===== src/hw/rtl/pba_div.sv =====
// Divider by a constant divisor through a reciprocal multiply, with the result registered.
module pba_div #(
   parameter int NUM_W   = 20,
   parameter int DIVISOR = 64
) (
   input  logic                        clock,
   input  logic                        reset,
   input  logic                        start,
   input  logic [NUM_W-1:0]            dividend,
   output logic                        done,
   output logic [NUM_W-1:0]            quotient,
   output logic [$clog2(DIVISOR)-1:0]  remainder
);

   localparam int REM_W  = $clog2(DIVISOR);
   localparam int SH     = NUM_W + REM_W;
   localparam int RCP_W  = NUM_W + 1;
   localparam int PROD_W = NUM_W + RCP_W;

   // Rounded-up reciprocal; exact for every dividend below 2**NUM_W.
   localparam longint unsigned RECIP_L =
      ((64'd1 << SH) + 64'(DIVISOR) - 64'd1) / 64'(DIVISOR);
   localparam logic [RCP_W-1:0] RECIP = RCP_W'(RECIP_L);

   logic [PROD_W-1:0] prod;
   logic [NUM_W-1:0]  back;
   logic [NUM_W-1:0]  quot_ff, quot_in;
   logic [REM_W-1:0]  rem_ff, rem_in;
   logic              done_ff;

   // Quotient from the high part of the product, remainder by subtracting back.
   always_comb begin
      prod    = PROD_W'(dividend) * PROD_W'(RECIP);
      quot_in = NUM_W'(prod >> SH);
      back    = quot_in * NUM_W'(DIVISOR);
      rem_in  = REM_W'(dividend - back);
   end

   always_ff @(posedge clock) begin
      if (reset) begin
         done_ff <= 1'b0;
      end else begin
         done_ff <= start;
      end
      quot_ff <= quot_in;
      rem_ff  <= rem_in;
   end

   assign done      = done_ff;
   assign quotient  = quot_ff;
   assign remainder = rem_ff;

endmodule


===== config.mk =====
export PLATFORM = sky130hd
export DESIGN_NAME = pba_div
export DESIGN_NICKNAME = d
export VERILOG_FILES = /design/src/hw/rtl/pba_div.sv
export SDC_FILE = /design/constraint.sdc
export NUM_CORES = 1
export LEC_CHECK = 0
export BUFFER_PORTS_ARGS = -buffer_cell sky130_fd_sc_hd__buf_2
export CAP_MARGIN = 20
export CORE_MARGIN = 4
export CORE_UTILIZATION = 32
export CTS_CLUSTER_DIAMETER = 80
export CTS_CLUSTER_SIZE = 30
export DETAILED_ROUTE_END_ITERATION = 7
export PLACE_DENSITY_LB_ADDON = 0.1
export SKIP_LAST_GASP = 1
export SLEW_MARGIN = 30
export SYNTH_ARGS = -nofsm -noshare
export SYNTH_HDL_FRONTEND = slang
export SYNTH_SLANG_ARGS = --single-unit

===== constraint.sdc =====
create_clock -name clock -period 0.8 [get_ports clock]
set_input_delay 0.12 -clock clock [delete_from_list [all_inputs] [get_ports clock]]
set_output_delay 0.12 -clock clock [all_outputs]
set_load 0.01 [all_outputs]

Word level (Yosys, flattened, before mapping)
Index checks and enable logic that the tools add are counted.

storage, ports and cells
  output and inout bits = 27
  word-level logic and storage cells = 4
  register bits after elaboration = 21

operators by class
  $add $sub $neg = 1

operators by type and width
  kind                                              number
  subtractor 6 x 1 -> 6 bit, second input constant  1

Logic depth before layout (Yosys ltp)
Gate-level depths: netlist (run 1).

  depth in word-level cells = 1
  depth in mapped cells = 1

Worst setup path before layout (run 1)
No wires, ideal clock.

  path type = reg2out
  start = reg done_ff, in the netlist done
  end = out done
  data required time = 0.680 ns
  arrival time = 0.331 ns
  slack = 0.349 ns
  stages on the path, launching flop included = 1
  buffers on the path = 0
  path through = dfxtp_1

RTL lines
  element                 line  text
  start, declared         29    logic done_ff;
  start signal, assigned  43    done_ff <= start;
  end, declared           10    output logic done,

No word-level cell between the ends.

Worst setup path after layout (run 1)
  start = reg quot_ff[8], in the netlist quotient[8]
  end = out quotient[8]

RTL lines
  element                 line  text
  start, declared         27    logic [NUM_W-1:0] quot_ff, quot_in;
  start signal, assigned  45    quot_ff <= quot_in;
  end, declared           11    output logic [NUM_W-1:0] quotient,

No word-level cell between the ends.

==> results.md, run 1 <==
* Synthesis-to-layout area growth at 102%
* Class of the most critical hold timing path: in -> reg
* Maximum number of pins on one net before global-route repair at 13
* Overflow left after global routing at 0
* Post-synth EDFFs at 0
* CTS tree: yes
* Floorplan die width at 46.9 um
* Maximum level of the CTS H-tree at 1
* RSZ-0062 raised after global routing: true
* Number of hold-slack violations in the final timing report at 0
* Input/output buffers at 43
* Number of distinct library cell variants in the gate-level netlist after synthesis at 4
* Cells along the critical path: buf_6
* Clk pin slew, worst setup/hold paths at 110 ps
* Vias in the first global route at 425
* Largest incremental delay on the critical path at 340 ps
* DRC marker count from the first detailed-route iteration at 4
* Die height at 46.9 um
* Max_cap viols at 0
* Boundary Pins at 50
* Dpl hpwl at 794 um
* Count of yosys warnings during synthesis at 0
* Violations in the final reports: setup timing
* FP Rows at 13
* Async set-or-reset flop fraction in the synthesized netlist at 0%
* Number of vias per cell at 3.86
* Number of storage elements in the synthesis netlist at 21
* Antenna-violating nets left at 0
* Sequential cell area fraction in the yosys report at 87.0%
* CP startpoint kind: register
* Vias post-DR at 428
* Maximum VDD drop at 1.37 mV
* Pwr Density at 1900 nW/um^2
* Worst hold slack at 50.7 ps
* Wire length of the first global-routing pass at 1770 um
* Worst Path Arrival at 750 ps
* Detailed Route WL at 1330 um
* Highest net fanout along the worst path at 1
* Status: complete, but fails checks
* Initial standard-cell utilization of the core at 35.3%
* Detailed-router iteration count before antenna repair at 2
* Post-layout instance area at 973 sq um
* Sum Neg Setup Slack at -1130 ps
* Netlist Area Pre-Place at 483 sq um
* Fraction of synthesized cell area taken by the top area cell type at 87.0%
* Sum of internal, switching and leakage power at 0.00185 W
* Total placed instance area at 691 sq um
* Static Leakage at 0.492 nW
* Clock Path Buffers at 2
* DRC violation count after routing at 0
* Antenna violations before repair at 0
* Worst EP required at 680 ps
* Shortest clock period the worst path allows after layout at 868 ps
* Cells after synthesis at 29
* # diodes at 0
* GRT Resource Usage Total at 12.2%
* Fmax at 1150 MHz
* Critical path's top delay family: flip-flops
* Max-slew violation total from the final report at 0
* Leading area contributor after synthesis: sky130_fd_sc_hd__dfxtp_1
* Setup Crit Path Kind: reg -> out
* Cells taking the most area after synthesis: sky130_fd_sc_hd__dfxtp_1, sky130_fd_sc_hd__buf_4, sky130_fd_sc_hd__nor2b_4, sky130_fd_sc_hd__conb_1
* Wire length per cell at 12.0 um
* Routability Congestion at 0.705
* Ratio of cells with drive above 1 in the final layout at 56.3%
* Synthesized area per cell at 16.7 sq um
* Clock buffer count from CTS at 3
* Element type at the critical path end: primary output
* Clk root buf: sky130_fd_sc_hd__clkbuf_4
* Post-route fraction of the period consumed by the critical path at 109%
* Slowest stage cell on the critical path: sky130_fd_sc_hd__dfxtp_2
* Total clock sinks at 21
* Fill cells at 101
* Top cell types by occurrence after synthesis: sky130_fd_sc_hd__dfxtp_1, sky130_fd_sc_hd__buf_4, sky130_fd_sc_hd__conb_1, sky130_fd_sc_hd__nor2b_4
* Worst-case setup margin in the final layout at -68.3 ps
* Final nets at 120
* Final setup vio count at 21
* Full die area at 2190 sq um
* Number of buffer and inverter instances along the worst setup path at 1
* Dominant synthesized flop cell: sky130_fd_sc_hd__dfxtp_1
* Core area at 1370 sq um
* Most frequent cell after synthesis: sky130_fd_sc_hd__dfxtp_1
logic make-up after synthesis:
family	after synthesis	synth area share, %
other cells	1	0.776
flops	21	87.0
simple gates	1	2.85
buf+inv	6	9.33
final timing paths:
path                start              end  slack (ps)  cells past startpoint
max   quotient[8]$_DFF_P_      quotient[8]         -70                      1
min                 start  done$_SDFF_PP0_          50                      2
stage by stage:
step           std cells  util (%)  setup slack (ps)
2_1_floorplan         34         -               349
3_3_place_gp          86      50.5               265
3_5_place_dp          86      50.5               256
4_1_cts              111      68.6             -77.8
5_1_grt              111      71.2              -107
6_report             111      71.2             -68.3
placed cells by master, fill, tap and decap left out:
cell                            netlist  routed
sky130_fd_sc_hd__clkinv_2             0       1
sky130_fd_sc_hd__buf_2                0      37
sky130_fd_sc_hd__dfxtp_1             21      15
sky130_fd_sc_hd__dfxtp_2              0       6
sky130_fd_sc_hd__buf_6                0       6
sky130_fd_sc_hd__clkbuf_4             0       3
sky130_fd_sc_hd__nor2b_4              1       1
sky130_fd_sc_hd__conb_1               1       6
sky130_fd_sc_hd__dlygate4sd3_1        0      21
cell type report:
cell class | instances | area, sq um | area share (%)
tap | 15 | 18.8 | 1.93
clock inverter | 1 | 5.00 | 0.514
multi-input combinational | 7 | 36.3 | 3.73
timing repair buffer | 64 | 463 | 47.6
sequential | 21 | 428 | 44.0
clock buffer | 3 | 22.5 | 2.31
where the power goes:
part           switching, W  internal (W)  total, W  leakage [nW]
Sequential        0.0000163       0.00110   0.00112         0.177
Combinational     0.0000918      0.000162  0.000253         0.297
Clock              0.000292      0.000186  0.000478        0.0177
Total              0.000400       0.00145   0.00185         0.492
per-layer routing:
metal / share of wire (%) / global-route usage, %
met5: 0 / 0
met2: 54 / 22.0
met1: 30 / 10.5
met3: 14 / 6.90
met4: 2.6 / 6.63
registers in the layout (all words and copies together), names as in the netlist:
name / flops
quotient: 14
remainder: 6
done: 1
timing repair:
action,CTS,global route
endpoints found under the hold margin,21,0
resized for setup,3,9
setup buffers,0,0
hold buffers,21,0
endpoints found under the setup margin,21,21
(Power assumes the default switching activity.)
==> run 2: changes to the inputs <==
==> constraint.sdc (replaced) <==
create_clock -name clock -period 0.8 [get_ports clock]
set_input_delay 0.16 -clock clock [delete_from_list [all_inputs] [get_ports clock]]
set_output_delay 0.16 -clock clock [all_outputs]
set_load 0.01 [all_outputs]
==> run 2 against run 1 <==
The flow still finishes with violations (setup timing). First-iteration DRC count unchanged. Non-clock buffer count down 1. Combinational power down 2%. Critical path type unchanged.
==> results.md, run 2 (synthesis results as in run 1) <==
* Status: complete, but fails checks
* Violations in the final reports: setup timing
* Routed metal-1 wire length at 384 um (-2.3%)
* Clock buffer count from CTS at 3 (unchanged)
* Post-route fraction of the period consumed by the critical path at 114% (+5.0 points)
* Max-slew violation total from the final report at 0 (unchanged)
* Final nets at 119 (-0.83%)
* Most common library cell in the layout ignoring fill and taps: sky130_fd_sc_hd__buf_2
* Shortest clock period the worst path allows after layout at 908 ps (+39.9 ps)
* Routability Congestion at 0.705 (unchanged)
* Die height at 46.9 um (unchanged)
* Critical path's top delay family: flip-flops
* Clk root buf: sky130_fd_sc_hd__clkbuf_4
* Flop pwr share at 60.7% (+0.2 points)
* Worst-case setup margin in the final layout at -108 ps (-39.9 ps)
* Clk pin slew, worst setup/hold paths at 110 ps (about the same)
* Setup repair bufs after CTS at 0 (unchanged)
* Termination of the worst setup path: quotient[8]
* Number of hold-slack violations in the final timing report at 0 (unchanged)
* RSZ-0062 raised after global routing: true
* Largest incremental delay on the critical path at 340 ps (about the same)
* Clock Power Share at 25.8% (about the same)
* Pwr Density at 1910 nW/um^2 (+0.66%)
* Total placed instance area at 691 sq um (unchanged)
* Number of buffer and inverter instances along the worst setup path at 1 (unchanged)
* Metal2 WL at 700 um (-2.2%)
* FP Rows at 13 (unchanged)
* Vias in the first global route at 430 (+1.2%)
* Element type at the critical path end: primary output
* Full die area at 2190 sq um (unchanged)
* Highest net fanout along the worst path at 1 (unchanged)
* Vias post-DR at 424 (-0.93%)
* CP startpoint: quotient[8]$_DFF_P_
* Number of cells on the worst hold path at 2 (unchanged)
* Boundary Pins at 50 (unchanged)
* Cells along the critical path: buf_6
* Core area at 1370 sq um (unchanged)
* Worst path depth at 1 (unchanged)
* Initial standard-cell utilization of the core at 35.3% (unchanged)
* Setup Crit Path Kind: reg -> out
* Count of placed standard cells in the final layout, fillers left out at 110 (-0.90%)
* DRC marker count from the first detailed-route iteration at 4 (unchanged)
* Switching power as a share of total power at 21.5% (-0.12 points)
* Sum of internal, switching and leakage power at 0.00184 W (-0.38%)
* CTS tree: yes
* Wire length of the first global-routing pass at 1750 um (-1.2%)
* Share of power burned in combinational logic at 13.5% (-0.2 points)
* Maximum level of the CTS H-tree at 1 (unchanged)
* Uppermost metal layer occupied by signal nets: met4
* Detailed Route WL at 1310 um (-1.9%)
* # diodes at 0 (unchanged)
* Slowest stage cell on the critical path: sky130_fd_sc_hd__dfxtp_2
* Antenna-violating nets left at 0 (unchanged)
* Max FFs per register at 14 (unchanged)
* Overflow left after global routing at 0 (unchanged)
* Number of vias per cell at 3.85 (about the same)
* Floorplan die width at 46.9 um (unchanged)
* Maximum VDD drop at 1.34 mV (-1.6%)
* Internal power at 0.00145 W (-0.22%)
* Ratio of cells with drive above 1 in the final layout at 56.8% (+0.59 points)
* Synthesis-to-layout area growth at 99.5%
* Total clock sinks at 21 (unchanged)
* Clock Path Buffers at 2 (unchanged)
* Worst EP required at 640 ps (-40 ps)
* Static Leakage at 0.488 nW (-0.85%)
* Class of the most critical hold timing path: in -> reg
* DRC violation count after routing at 0 (unchanged)
* Post-layout instance area at 963 sq um (-1.0%)
* Maximum number of pins on one net before global-route repair at 13 (unchanged)
* Dpl hpwl at 794 um (unchanged)
* Commonest cells after routing, fill and taps aside: sky130_fd_sc_hd__buf_2, sky130_fd_sc_hd__dlygate4sd3_1, sky130_fd_sc_hd__dfxtp_1
* Final setup vio count at 21 (unchanged)
* Switching component of the power at 0.000396 W (-0.93%)
* GRT Resource Usage Total at 12.0% (-0.16 points)
* Max_cap viols at 0 (unchanged)
* Detailed-router iteration count before antenna repair at 2 (unchanged)
* Total placed cells including tap cells at 86 (unchanged)
* Sum Neg Setup Slack at -1950 ps (-820 ps)
* Wire length per cell at 11.9 um (-0.99%)
* Input/output buffers at 43 (unchanged)
* Worst Path Arrival at 750 ps (about the same)
* Met3 wirelength from detailed routing at 186 um (unchanged)
* Antenna violations before repair at 0 (unchanged)
* CP startpoint kind: register
* Fmax at 1100 MHz (-4.4%)
==> run 2: cell count changes in the layout (fill, tap and decap cells not counted), sizes merged <==
cell / change
dlygate4sd3: -1
==> run 2: what timing repair did <==
| item | 4_1_cts | 5_1_grt |
|---|---|---|
| setup endpoints to repair | 21 | 21 |
| endpoints found under the hold margin | 20 | 0 |
| hold buffers | 20 | 0 |
| resized for setup | 3 | 9 |
==> run 2: worst min-delay path by stage <==
stage / start / to / slack, ps
after detailed placement: dividend[17] / quotient[11]$_DFF_P_ / 260
after global routing: reset / done$_SDFF_PP0_ / 20
after floorplan: dividend[6] / quotient[0]$_DFF_P_ / 190
after global placement: dividend[2] / remainder[2]$_DFF_P_ / 260
final: reset / done$_SDFF_PP0_ / 40
after CTS: reset / done$_SDFF_PP0_ / 30
==> run 2: cell type report <==
cell class                 count  area (sq um)
clock buffer                   3          22.5
tap                           15          18.8
fill                         101           403
multi-input combinational      7          36.3
sequential                    21           428
clock inverter                 1          5.00
timing repair buffer          63           453
==> run 2: power by group through the flow <==
stage               clock [W]  sequential, W  combinational (W)
finish               0.000475        0.00112           0.000249
global route         0.000543        0.00113           0.000272
CTS                  0.000493        0.00111           0.000232
detailed placement          0        0.00114           0.000154
global placement            0        0.00114           0.000151
floorplan                   0        0.00117          0.0000384
==> run 2: per-layer routing <==
layer,up-vias,track usage [%]
met5,-,0
met4,0,6.63
met3,4,6.90
met2,35,21.4
met1,178,10.5
li1,207,-
==> run 2: metrics by stage <==
step	util (%)	setup WS [ps]	hold slack, ps
2_1_floorplan	-	309	188
3_3_place_gp	50.5	225	262
3_5_place_dp	50.5	216	264
4_1_cts	67.9	-118	28.3
5_1_grt	70.5	-147	17.3
6_report	70.5	-108	36.9
==> run 3: changes to the inputs <==
CELL_PAD_IN_SITES_DETAIL_PLACEMENT = 0   (was unset)
CELL_PAD_IN_SITES_GLOBAL_PLACEMENT = 1   (was unset)
CORE_ASPECT_RATIO = 0.6   (was unset)
CORE_UTILIZATION = 22   (was 32)
==> run 3 against run 2 <==
The run still ends with setup timing left. First-iteration DRC count grew to 2.5 times the previous value. Fmax grew 6.9%. Power grew 8.9%. Die area grew 38%. Cell area grew 0.65%.
==> results.md, run 3 (synthesis results as in run 1) <==
* Global route hottest layer: met2
* Detailed Route WL at 1180 um (-9.5%)
* Number of hold-slack violations in the final timing report at 0 (unchanged)
* Clk pin slew, worst setup/hold paths at 70 ps (-40 ps)
* Wire length of the first global-routing pass at 1460 um (-17%)
* Antenna-violating nets left at 0 (unchanged)
* DRC violation count after routing at 0 (unchanged)
* Commonest cells after routing, fill and taps aside: sky130_fd_sc_hd__buf_2, sky130_fd_sc_hd__dlygate4sd3_1, sky130_fd_sc_hd__dfxtp_1, sky130_fd_sc_hd__conb_1
* DRC marker count from the first detailed-route iteration at 10 (+6)
* Violations in the final reports: setup timing
* Class of the most critical hold timing path: in -> reg
* Fill cells at 195 (+93%)
* Maximum level of the CTS H-tree at 1 (unchanged)
* Fmax at 1180 MHz (+6.9%)
* Global-route track usage on met3 at 4.82% (-2.1 points)
* Worst Path Arrival at 690 ps (-60 ps)
* Full die area at 3030 sq um (+38%)
* Hold-critical path endpoint: quotient[7]$_DFF_P_
* Cells along the critical path: buf_6
* Clk root buf: sky130_fd_sc_hd__clkbuf_8
* Core area at 1970 sq um (+44%)
* Status: complete, but fails checks
* Boundary Pins at 50 (unchanged)
* Routability Congestion at 0.621 (-12%)
* RSZ-0062 raised after global routing: true
* Final setup vio count at 21 (unchanged)
* Ratio of cells with drive above 1 in the final layout at 55.9% (-0.93 points)
* Max-slew violation total from the final report at 0 (unchanged)
* Max_cap viols at 0 (unchanged)
* Wire length per cell at 9.76 um (-18%)
* Synthesis-to-layout area growth at 101%
* Number of buffer and inverter instances along the worst setup path at 1 (unchanged)
* Static Leakage at 0.482 nW (-1.1%)
* # diodes at 0 (unchanged)
* CTS tree: yes
* Number of cells on the worst hold path at 1 (-1)
* Shortest clock period the worst path allows after layout at 849 ps (-58.9 ps)
* Largest incremental delay on the critical path at 330 ps (about the same)
* M1 GR Usage at 6.28% (-4.2 points)
* Post-layout instance area at 970 sq um (+0.65%)
* Setup repair bufs after CTS at 0 (unchanged)
* Vias in the first global route at 319 (-26%)
* Antenna violations before repair at 0 (unchanged)
* Global-route track usage on met2 at 11.6% (-9.8 points)
* Floorplan die width at 68.5 um (+46%)
* Number of vias per cell at 3.32 (-14%)
* Critical path's top delay family: flip-flops
* Max FFs per register at 14 (unchanged)
* Die height at 44.3 um (-5.5%)
* Initial standard-cell utilization of the core at 24.6% (-11 points)
* Sum of internal, switching and leakage power at 0.00201 W (+8.9%)
* Most common library cell in the layout ignoring fill and taps: sky130_fd_sc_hd__buf_2
* Slowest stage cell on the critical path: sky130_fd_sc_hd__dfxtp_2
* Clock buffer count from CTS at 3 (unchanged)
* GRT Resource Usage Total at 6.90% (-5.1 points)
* Total placed instance area at 707 sq um (+2.4%)
* Post-route fraction of the period consumed by the critical path at 106% (-7.4 points)
* Worst EP required at 640 ps (about the same)
* Setup Crit Path Kind: reg -> out
* Detailed-router iteration count before antenna repair at 2 (unchanged)
* Launch point of the worst hold path: dividend[13]
* Final nets at 117 (-1.7%)
* Pwr Density at 2070 nW/um^2 (+8.2%)
* FP Rows at 12 (-1)
* Clock Path Buffers at 2 (unchanged)
* Element type at the critical path end: primary output
* Overflow left after global routing at 0 (unchanged)
* Input/output buffers at 43 (unchanged)
* Highest net fanout along the worst path at 1 (unchanged)
* Worst-case setup margin in the final layout at -49.3 ps (+58.9 ps)
* Vias post-DR at 402 (-5.2%)
* Maximum number of pins on one net before global-route repair at 12 (-1)
* Total clock sinks at 21 (unchanged)
* CP startpoint kind: register
* Maximum VDD drop at 1.08 mV (-20%)
## run 3: final cells by class
class / count / area [sq um] / area share [%]
Clock buffer: 4 / 45.0 / 4.65
Sequential cell: 21 / 427 / 44.0
Timing Repair Buffer: 61 / 427 / 44.0
Tap cell: 28 / 35.0 / 3.61
Multi-Input combinational cell: 7 / 36.3 / 3.74
## run 3: worst max path at each step
stage                               startpoint  slack, ps      endpoint  depth (start not counted)
after floorplan                done$_SDFF_PP0_        310          done                          0
after global placement     quotient[3]$_DFF_P_        220   quotient[3]                          1
after detailed placement   quotient[6]$_DFF_P_        230   quotient[6]                          1
after CTS                  quotient[6]$_DFF_P_        -60   quotient[6]                          1
after global routing      remainder[5]$_DFF_P_        -80  remainder[5]                          1
final                      quotient[6]$_DFF_P_        -50   quotient[6]                          1
## run 3: layer usage
| layer | share of wire, % | vias to the layer above | wire length (um) |
|---|---|---|---|
| met1 | 35 | 171 | 412 |
| met2 | 48 | 28 | 570 |
| met5 | 0 | - | 0 |
| li1 | - | 201 | - |
| met4 | 1.3 | 0 | 15 |
| met3 | 15 | 2 | 182 |
## run 3: timing repair
item | in CTS | in global routing
cloned | 0 | 0
hold buffers | 6 | 12
hold endpoints to repair | 6 | 12
setup endpoints to repair | 21 | 21
resized for setup | 0 | 10
## run 3: through the flow
| step | hold WS [ps] | worst slack (ps) | util (%) | instances | setup TNS [ps] |
|---|---|---|---|---|---|
| floorplan | 188 | 309 | - | 34 | 0 |
| global placement | 263 | 224 | 35.9 | 99 | 0 |
| detailed placement | 264 | 227 | 35.9 | 99 | 0 |
| CTS | 0.313 | -58.9 | 41.3 | 109 | -996 |
| global route | 1.83 | -84.7 | 49.3 | 121 | -1440 |
| finish | 9.60 | -49.3 | 49.3 | 121 | -744 |
## run 3: power breakdown
group / internal (W) / switching (W) / leakage, nW
Sequential: 0.00110 / 0.0000145 / 0.177
Clock: 0.000353 / 0.000300 / 0.0228
Combinational: 0.000149 / 0.0000876 / 0.282
